$ cat src/design/rled_pkg.sv
package rled_pkg;

    localparam int unsigned VCN_W = 64;

    // end_status codes
    localparam logic [1:0] END_ZERO  = 2'd0;
    localparam logic [1:0] END_CLEAN = 2'd1;
    localparam logic [1:0] END_TRUNC = 2'd2;
    localparam logic [1:0] END_BAD   = 2'd3;

    typedef struct packed {
        logic                    extent_valid;
        logic [VCN_W-1:0]        extent_vcn;
        logic signed [VCN_W-1:0] extent_lcn;
        logic [VCN_W-1:0]        extent_clusters;
        logic                    is_sparse;
        logic                    list_end;
        logic [1:0]              end_status;
    } t_result;

endpackage

$ cat src/design/run_list_extent_decoder.sv
// Run list extent decoder: one run list byte per beat in, at most one extent or end beat out.
// A result goes to the output register, or to the skid entry when the output is stalled.
// Throughput: one byte per cycle unless stalled; clock set by byte merge plus one 64-bit add.
// Reset (i_rst_n low, synchronous): decoder returns to header phase with a fresh list,
// start_vcn clears to zero, and the output and skid registers empty.
module run_list_extent_decoder (
    input  logic                             i_clk,
    input  logic                             i_rst_n,
    // byte channel
    input  logic                             i_in_valid,
    output logic                             o_in_stall,
    input  logic [7:0]                       i_data_byte,
    input  logic                             i_last_byte,
    // start_vcn register write
    input  logic                             i_cfg_valid,
    output logic                             o_cfg_ready,
    input  logic [rled_pkg::VCN_W-1:0]       i_start_vcn,
    // extent channel
    output logic                             o_out_valid,
    input  logic                             i_out_stall,
    output logic                             o_extent_valid,
    output logic [rled_pkg::VCN_W-1:0]       o_extent_vcn,
    output logic signed [rled_pkg::VCN_W-1:0] o_extent_lcn,
    output logic [rled_pkg::VCN_W-1:0]       o_extent_clusters,
    output logic                             o_is_sparse,
    output logic                             o_list_end,
    output logic [1:0]                       o_end_status
);
    import rled_pkg::*;

    logic [VCN_W-1:0] r_start_vcn;
    logic             in_accept;
    logic             skid_full;
    logic             res_valid;
    t_result          res;
    t_result          out_res;

    // The config port never back-pressures; the register is sampled by the decoder
    // only on the header byte that opens a list.
    assign o_cfg_ready = 1'b1;

    always_ff @(posedge i_clk) begin
        if (!i_rst_n) begin
            r_start_vcn <= '0;
        end else if (i_cfg_valid) begin
            r_start_vcn <= i_start_vcn;
        end
    end

    // Stall only once the skid stage holds a beat, so a byte is still taken while
    // the output register waits on a stalled consumer.
    assign o_in_stall = skid_full;
    assign in_accept  = i_in_valid && !skid_full;

    // Parse the header, merge count and delta bytes, update the running vcn and lcn.
    rled_decode u_decode (
        .i_clk       (i_clk),
        .i_rst_n     (i_rst_n),
        .i_accept    (in_accept),
        .i_data_byte (i_data_byte),
        .i_last_byte (i_last_byte),
        .i_start_vcn (r_start_vcn),
        .o_res_valid (res_valid),
        .o_res       (res)
    );

    // Output register plus one skid entry between decoder and consumer.
    rled_skid u_skid (
        .i_clk   (i_clk),
        .i_rst_n (i_rst_n),
        .i_valid (in_accept && res_valid),
        .i_data  (res),
        .o_full  (skid_full),
        .o_valid (o_out_valid),
        .o_data  (out_res),
        .i_stall (i_out_stall)
    );

    assign o_extent_valid    = out_res.extent_valid;
    assign o_extent_vcn      = out_res.extent_vcn;
    assign o_extent_lcn      = out_res.extent_lcn;
    assign o_extent_clusters = out_res.extent_clusters;
    assign o_is_sparse       = out_res.is_sparse;
    assign o_list_end        = out_res.list_end;
    assign o_end_status      = out_res.end_status;

endmodule

$ cat src/design/rled_decode.sv
module rled_decode (
    input  logic                          i_clk,
    input  logic                          i_rst_n,
    input  logic                          i_accept,
    input  logic [7:0]                    i_data_byte,
    input  logic                          i_last_byte,
    input  logic [rled_pkg::VCN_W-1:0]    i_start_vcn,
    output logic                          o_res_valid,
    output rled_pkg::t_result             o_res
);
    import rled_pkg::*;

    localparam logic [1:0] PH_HEADER = 2'd0;
    localparam logic [1:0] PH_LENGTH = 2'd1;
    localparam logic [1:0] PH_DELTA  = 2'd2;
    localparam logic [1:0] PH_DRAIN  = 2'd3;

    logic [1:0]       r_phase, n_phase;
    logic [3:0]       r_len_left, n_len_left;
    logic [3:0]       r_dlt_left, n_dlt_left;
    logic [3:0]       r_dlt_width, n_dlt_width;
    logic [2:0]       r_pos, n_pos;
    logic [VCN_W-1:0] r_len_acc, n_len_acc;
    logic [VCN_W-1:0] r_dlt_acc, n_dlt_acc;
    logic [VCN_W-1:0] r_lcn, n_lcn;
    logic [VCN_W-1:0] r_vcn, n_vcn;
    logic             r_fresh, n_fresh;

    logic [VCN_W-1:0] byte_lane;
    logic [VCN_W-1:0] len_merged;
    logic [VCN_W-1:0] dlt_merged;
    logic [VCN_W-1:0] dlt_ext;
    logic [VCN_W-1:0] lcn_sum;
    logic [3:0]       hdr_lw;
    logic [3:0]       hdr_dw;
    logic [3:0]       len_dec;
    logic [3:0]       dlt_dec;

    // Drop the byte into its lane of the little-endian field.
    assign byte_lane  = {{(VCN_W-8){1'b0}}, i_data_byte} << {r_pos, 3'b000};
    assign len_merged = r_len_acc | byte_lane;
    assign dlt_merged = r_dlt_acc | byte_lane;
    assign hdr_lw     = i_data_byte[3:0];
    assign hdr_dw     = i_data_byte[7:4];
    assign len_dec    = r_len_left - 4'd1;
    assign dlt_dec    = r_dlt_left - 4'd1;

    always_comb begin
        dlt_ext = dlt_merged;
        for (int k = 1; k < 8; k++) begin
            if (r_dlt_width == 4'(k) && dlt_merged[8*k-1]) begin
                dlt_ext = dlt_merged | ({VCN_W{1'b1}} << (8*k));
            end
        end
    end

    assign lcn_sum = r_lcn + dlt_ext;

    always_comb begin
        n_phase     = r_phase;
        n_len_left  = r_len_left;
        n_dlt_left  = r_dlt_left;
        n_dlt_width = r_dlt_width;
        n_pos       = r_pos;
        n_len_acc   = r_len_acc;
        n_dlt_acc   = r_dlt_acc;
        n_lcn       = r_lcn;
        n_vcn       = r_vcn;
        n_fresh     = r_fresh;
        o_res_valid = 1'b0;
        o_res       = '0;

        case (r_phase)
            PH_HEADER: begin
                if (r_fresh) begin
                    n_vcn   = i_start_vcn;
                    n_lcn   = '0;
                    n_fresh = 1'b0;
                end
                if (i_data_byte == 8'd0 || hdr_lw == 4'd0 || hdr_lw > 4'd8 ||
                    hdr_dw > 4'd8 || i_last_byte) begin
                    o_res_valid   = 1'b1;
                    o_res.list_end = 1'b1;
                    if (i_data_byte == 8'd0) begin
                        o_res.end_status = END_ZERO;
                    end else if (hdr_lw == 4'd0 || hdr_lw > 4'd8 || hdr_dw > 4'd8) begin
                        o_res.end_status = END_BAD;
                    end else begin
                        o_res.end_status = END_TRUNC;
                    end
                    if (i_last_byte) begin
                        n_fresh = 1'b1;
                    end else begin
                        n_phase = PH_DRAIN;
                    end
                end else begin
                    n_len_left  = hdr_lw;
                    n_dlt_left  = hdr_dw;
                    n_dlt_width = hdr_dw;
                    n_pos       = '0;
                    n_len_acc   = '0;
                    n_dlt_acc   = '0;
                    n_phase     = PH_LENGTH;
                end
            end
            PH_LENGTH: begin
                n_len_acc  = len_merged;
                n_pos      = r_pos + 3'd1;
                n_len_left = len_dec;
                if (len_dec == 4'd0 && r_dlt_width == 4'd0) begin
                    // sparse extent: no delta bytes, lcn reads as all ones
                    o_res_valid           = 1'b1;
                    o_res.extent_valid    = 1'b1;
                    o_res.extent_vcn      = r_vcn;
                    o_res.extent_lcn      = '1;
                    o_res.extent_clusters = len_merged;
                    o_res.is_sparse       = 1'b1;
                    n_vcn                 = r_vcn + len_merged;
                    n_phase               = PH_HEADER;
                    if (i_last_byte) begin
                        o_res.list_end   = 1'b1;
                        o_res.end_status = END_CLEAN;
                        n_fresh          = 1'b1;
                    end
                end else begin
                    if (len_dec == 4'd0) begin
                        n_pos   = '0;
                        n_phase = PH_DELTA;
                    end
                    if (i_last_byte) begin
                        o_res_valid      = 1'b1;
                        o_res.list_end   = 1'b1;
                        o_res.end_status = END_TRUNC;
                        n_phase          = PH_HEADER;
                        n_fresh          = 1'b1;
                    end
                end
            end
            PH_DELTA: begin
                n_dlt_acc  = dlt_merged;
                n_pos      = r_pos + 3'd1;
                n_dlt_left = dlt_dec;
                if (dlt_dec == 4'd0) begin
                    n_dlt_acc             = dlt_ext;
                    n_lcn                 = lcn_sum;
                    o_res_valid           = 1'b1;
                    o_res.extent_valid    = 1'b1;
                    o_res.extent_vcn      = r_vcn;
                    o_res.extent_lcn      = lcn_sum;
                    o_res.extent_clusters = r_len_acc;
                    n_vcn                 = r_vcn + r_len_acc;
                    n_phase               = PH_HEADER;
                    if (i_last_byte) begin
                        o_res.list_end   = 1'b1;
                        o_res.end_status = END_CLEAN;
                        n_fresh          = 1'b1;
                    end
                end else if (i_last_byte) begin
                    o_res_valid      = 1'b1;
                    o_res.list_end   = 1'b1;
                    o_res.end_status = END_TRUNC;
                    n_phase          = PH_HEADER;
                    n_fresh          = 1'b1;
                end
            end
            default: begin
                // drain the rest of the buffer after an early end
                if (i_last_byte) begin
                    n_phase = PH_HEADER;
                    n_fresh = 1'b1;
                end
            end
        endcase
    end

    always_ff @(posedge i_clk) begin
        if (!i_rst_n) begin
            r_phase     <= PH_HEADER;
            r_len_left  <= '0;
            r_dlt_left  <= '0;
            r_dlt_width <= '0;
            r_pos       <= '0;
            r_len_acc   <= '0;
            r_dlt_acc   <= '0;
            r_lcn       <= '0;
            r_vcn       <= '0;
            r_fresh     <= 1'b1;
        end else if (i_accept) begin
            r_phase     <= n_phase;
            r_len_left  <= n_len_left;
            r_dlt_left  <= n_dlt_left;
            r_dlt_width <= n_dlt_width;
            r_pos       <= n_pos;
            r_len_acc   <= n_len_acc;
            r_dlt_acc   <= n_dlt_acc;
            r_lcn       <= n_lcn;
            r_vcn       <= n_vcn;
            r_fresh     <= n_fresh;
        end
    end

endmodule

$ cat src/design/rled_skid.sv
module rled_skid (
    input  logic              i_clk,
    input  logic              i_rst_n,
    input  logic              i_valid,
    input  rled_pkg::t_result i_data,
    output logic              o_full,
    output logic              o_valid,
    output rled_pkg::t_result o_data,
    input  logic              i_stall
);
    import rled_pkg::*;

    logic    r_out_valid;
    logic    r_skid_valid;
    t_result r_out;
    t_result r_skid;

    assign o_full  = r_skid_valid;
    assign o_valid = r_out_valid;
    assign o_data  = r_out;

    always_ff @(posedge i_clk) begin
        if (!i_rst_n) begin
            r_out_valid  <= 1'b0;
            r_skid_valid <= 1'b0;
        end else if (!r_out_valid || !i_stall) begin
            // output slot free or taken this cycle: advance
            if (r_skid_valid) begin
                r_out_valid  <= 1'b1;
                r_skid_valid <= 1'b0;
            end else begin
                r_out_valid <= i_valid;
            end
        end else if (i_valid) begin
            r_skid_valid <= 1'b1;
        end
    end

    always_ff @(posedge i_clk) begin
        if (!r_out_valid || !i_stall) begin
            r_out <= r_skid_valid ? r_skid : i_data;
        end else if (i_valid) begin
            r_skid <= i_data;
        end
    end

endmodule
$ cat config.mk
export PLATFORM = sky130hd
export DESIGN_NAME = run_list_extent_decoder
export DESIGN_NICKNAME = d
export VERILOG_FILES = /design/src/design/rled_pkg.sv /design/src/design/run_list_extent_decoder.sv /design/src/design/rled_decode.sv /design/src/design/rled_skid.sv
export SDC_FILE = /design/constraint.sdc
export NUM_CORES = 2
export LEC_CHECK = 0
export ABC_AREA = 0
export BUFFER_PORTS_ARGS = -buffer_cell sky130_fd_sc_hd__buf_2
export CAP_MARGIN = 10
export CORE_ASPECT_RATIO = 0.5
export CORE_UTILIZATION = 62
export CTS_CLUSTER_DIAMETER = 80
export DETAILED_ROUTE_END_ITERATION = 10
export PLACE_DENSITY_LB_ADDON = 0.12
export SLEW_MARGIN = 20
export SYNTH_ARGS = -nofsm -noshare
export SYNTH_HDL_FRONTEND = slang
export SYNTH_SLANG_ARGS = --single-unit
$ cat constraint.sdc
create_clock -name i_clk -period 93.5 [get_ports i_clk]
set_input_delay 23.375 -clock i_clk [delete_from_list [all_inputs] [get_ports i_clk]]
set_output_delay 23.375 -clock i_clk [all_outputs]
set_load 0.005 [all_outputs]
==> results.yml <==
run_status:
  status: "finished, final reports clean"
logic_synthesis:
  synth_flop_cell: "edfxtp_1"
  synth-seq-cells: 734
  synth-adder-area-share_pct: 4.82
  syn-num-nets: 3943
  ys_seq_area_share_pct: 49.4
  synthXorXnorAreaFrac_pct: 2.81
  synth_simple_gate_area_share_pct: 14.1
  synth_compound_area_share_pct: 17.4
  syn_area_per_cell_um2: 10.1
  synth_top_family_by_area: "compound AO/OA/AOI/OAI gates"
  synth_edf_count: 394
  synthMuxAreaShare_pct: 8.26
  synthCells: 3721
  async_flop_share_pct: 0
  synth_cell_type_count: 89
  yosys_warnings: 0
  syn-cell-area_um2: 37700
clock_network:
  clk_latency_ns: 0.65
  path_clk_slew_ns: 0.07
  cts_setup_buffers: 0
  hold_buffers: 0
  cts_sinks: 734
  cts-resized-gates: 0
  h-tree-depth: 2
  cts_tree: "built"
  numCtsBuffers: 61
  clockBufferDepth: 3
  cts-root-buf: "clkbuf_16"
routing:
  drc: 0
  antenna_left: 0
  wl_per_cell_um: 22.6
  vias: 29700
  drtIter0Drc: 3583
  wirelength_um: 106000
  drt-pass1-iter-count: 6
  via_per_inst: 6.32
power_and_ir_drop:
  p_per_area_nw_per_um2: 17.4
  p_switching_w: 0.000189
  pwr-share-clk_pct: 36.8
  irDropWorstVdd_v: 0.0000157
  power.leakage_nw: 17.7
  combinationalPowerShare_pct: 12.6
  power.share.sequential_pct: 50.6
  p_sw_share_pct: 26.1
  intPower_w: 0.000533
  power_w: 0.000722
placement:
  dp_hpwl_um: 72600
  io_buffers: 276
  routabilityCongestion: 0.948
  dp_worst_setup_slack_ns: 64.34
  dpl.cell_count: 4571
worst_setup_path:
  crit_path_end_kind: "register"
  worst_ep_arrival_time_ns: 29.09
  path_max_fanout: 19
  rrSetupSlack_ns: 87.13
  cp_data_required_time_ns: 93.83
  worstSetupPathType: "input pin to register"
  cp-start-kind: "input pin"
final_layout:
  mostFrequentLayoutCell: "nor2_1"
  syn_to_final_growth_pct: 9.98
  instances_no_fill: 4691
  layout-drive-gt1-share_pct: 16.7
  final_cell_mix: "nor2_1, edfxtp_1, dfxtp_1, a21oi_1, buf_2"
  fin_nets: 4044
hold_path:
  hp-class: "register to register"
timing:
  max_slew_margin_pct: 24.3
  skew_ns: 0.0193
  finalSetupViolCount: 0
  worst_slew_pin_slew_ns: 1.14
  slew_viol_final: 0
  whs_ns: 0.465
  fin_ws_ns: 64.75
  finalCritPeriodShare_pct: 30.8
  setup_tns_ns: 0
  fin_crit_ns: 28.75
  hold_viol: 0
  rsz0062_at_grt: "no"
  fmax_ghz: 0.0348
die:
  die_h_um: 176
  die_area_um2: 61900
  fp.dieW_um: 351
  ios: 278
  fp.coreArea_um2: 59700
  rows: 63
  start_util_pct: 63.2
grt:
  track_usage_pct: 33.5
  grt_pass1_wl_um: 161000
  grt_max_degree: 198
  grt_pass1_vias: 27700
  overflow: 0
  antenna_found_initial: 4
flow_run:
  drv_cap: 0
## final timing paths
| check | depth (start not counted) | from | to |
|---|---|---|---|
| setup / recovery | 21 | i_data_byte[7] | u_skid.o_data[124]$_DFFE_PP_ |
| setup reg to reg | 20 | u_decode.r_pos[0]$_SDFFE_PN0P_ | u_skid.o_data[124]$_DFFE_PP_ |
| hold reg to reg | 2 | u_decode.r_dlt_acc[45]$_SDFFE_PN0P_ | u_decode.r_dlt_acc[45]$_SDFFE_PN0P_ |
| hold / removal | 2 | u_decode.r_dlt_acc[45]$_SDFFE_PN0P_ | u_decode.r_dlt_acc[45]$_SDFFE_PN0P_ |
## cell type report
cell class                 instances  area (µm²)
sequential                       734       18600
fill                            4567       18200
multi-input combinational       2672       18000
timing repair buffer             311        1680
clock buffer                      86        1670
tap                              812        1020
clock inverter                    30         353
inverter                          42         163
antenna                            4        10.0
## power by group through the flow
stage	Clock, W	Sequential [W]	Combinational (W)
after CTS	0.000267	0.000365	0.0000904
after floorplan	0	0.000374	0.0000605
after detailed placement	0	0.000372	0.0000899
after global placement	0	0.000372	0.0000879
after global routing	0.000280	0.000367	0.0000993
final	0.000266	0.000365	0.0000912
## Yosys cell counts, types with 8 or more instances
| library cell | n | area (µm²) |
|---|---|---|
| nor2_1 | 504 | 1890 |
| edfxtp_1 | 394 | 11800 |
| dfxtp_1 | 340 | 6810 |
| a21oi_1 | 325 | 1630 |
| nand2_1 | 219 | 822 |
| clkbuf_1 | 218 | 818 |
| mux2_2 | 170 | 1910 |
| a21o_1 | 152 | 1140 |
| ha_1 | 142 | 1780 |
| mux2i_1 | 119 | 1190 |
| o21ai_0 | 110 | 551 |
| nor2b_1 | 98 | 613 |
| a32oi_1 | 78 | 683 |
| xnor2_1 | 77 | 674 |
| and3_1 | 75 | 469 |
| a22oi_1 | 47 | 353 |
| a211oi_1 | 46 | 345 |
| xor2_1 | 44 | 385 |
| buf_1 | 42 | 158 |
| inv_1 | 38 | 143 |
| nand4_1 | 34 | 213 |
| nor3_1 | 33 | 165 |
| o21a_1 | 31 | 233 |
| or3b_2 | 29 | 254 |
| o31ai_1 | 28 | 210 |
| o21bai_1 | 27 | 203 |
| a31oi_1 | 24 | 150 |
| nand3_1 | 24 | 120 |
| and2_1 | 22 | 138 |
| nand3b_1 | 20 | 150 |
| a22o_1 | 18 | 158 |
| nand2b_1 | 17 | 106 |
| or3_1 | 13 | 81.3 |
| buf_2 | 12 | 60.1 |
| a21boi_0 | 10 | 75.1 |
| nor4_1 | 10 | 62.6 |
| nor3b_1 | 8 | 60.1 |
| o211ai_1 | 8 | 60.1 |
| o22ai_1 | 8 | 50.1 |
## critical path, stage by stage
cell and delay, ns:
buf_2 0.37, nor2b_1 0.35, a21oi_1 0.18, mux2i_1 0.16
a21oi_1 0.08, nor3_1 0.68, or2_2 0.38, or3b_2 0.17
ha_1 0.27, a21o_1 0.22, o21bai_1 0.18, a221oi_1 0.38
o21ai_0 0.23, a31oi_1 0.34, nand3b_1 0.12, a21oi_1 0.39
nor3_1 0.08, a2111oi_0 0.49, o21ai_0 0.20, xnor2_1 0.30
a221oi_1 0.12
## cell families (layout without fill, tap and decap cells)
kind of cell	after synthesis	after routing
AO/OA/AOI/OAI	989	989
XOR/XNOR	121	121
adder cells (fa/ha/maj)	144	144
buffers and inverters	315	469
flip-flops	734	734
multiplexers	290	290
other	1	5
AND/OR/NAND/NOR	1127	1127
## per-layer routing
metal | vias up | global-route usage [%] | share of wire [%]
li1 | 13900 | - | -
met1 | 14400 | 48.6 | 45
met2 | 1239 | 49.8 | 43
met3 | 147 | 8.69 | 9.6
met4 | 0 | 7.70 | 2.1
met5 | - | 0 | 0
## flip-flops by register name, summed over array words and instances (netlist names), 64 cells and up
name and cells:
u_skid.o_data 197, u_skid.r_skid 197, r_start_vcn 64, u_decode.r_dlt_acc 64, u_decode.r_lcn 64, u_decode.r_len_acc 64, u_decode.r_vcn 64
## stage by stage
stage / util (%) / instance area, µm²
after floorplan: - / 37700
after global placement: 66.1 / 39400
after detailed placement: 66.1 / 39400
after CTS: 69.5 / 41500
after global routing: 69.5 / 41500
final: 69.5 / 41500
Note: power is estimated with default switching activity, not from simulation.
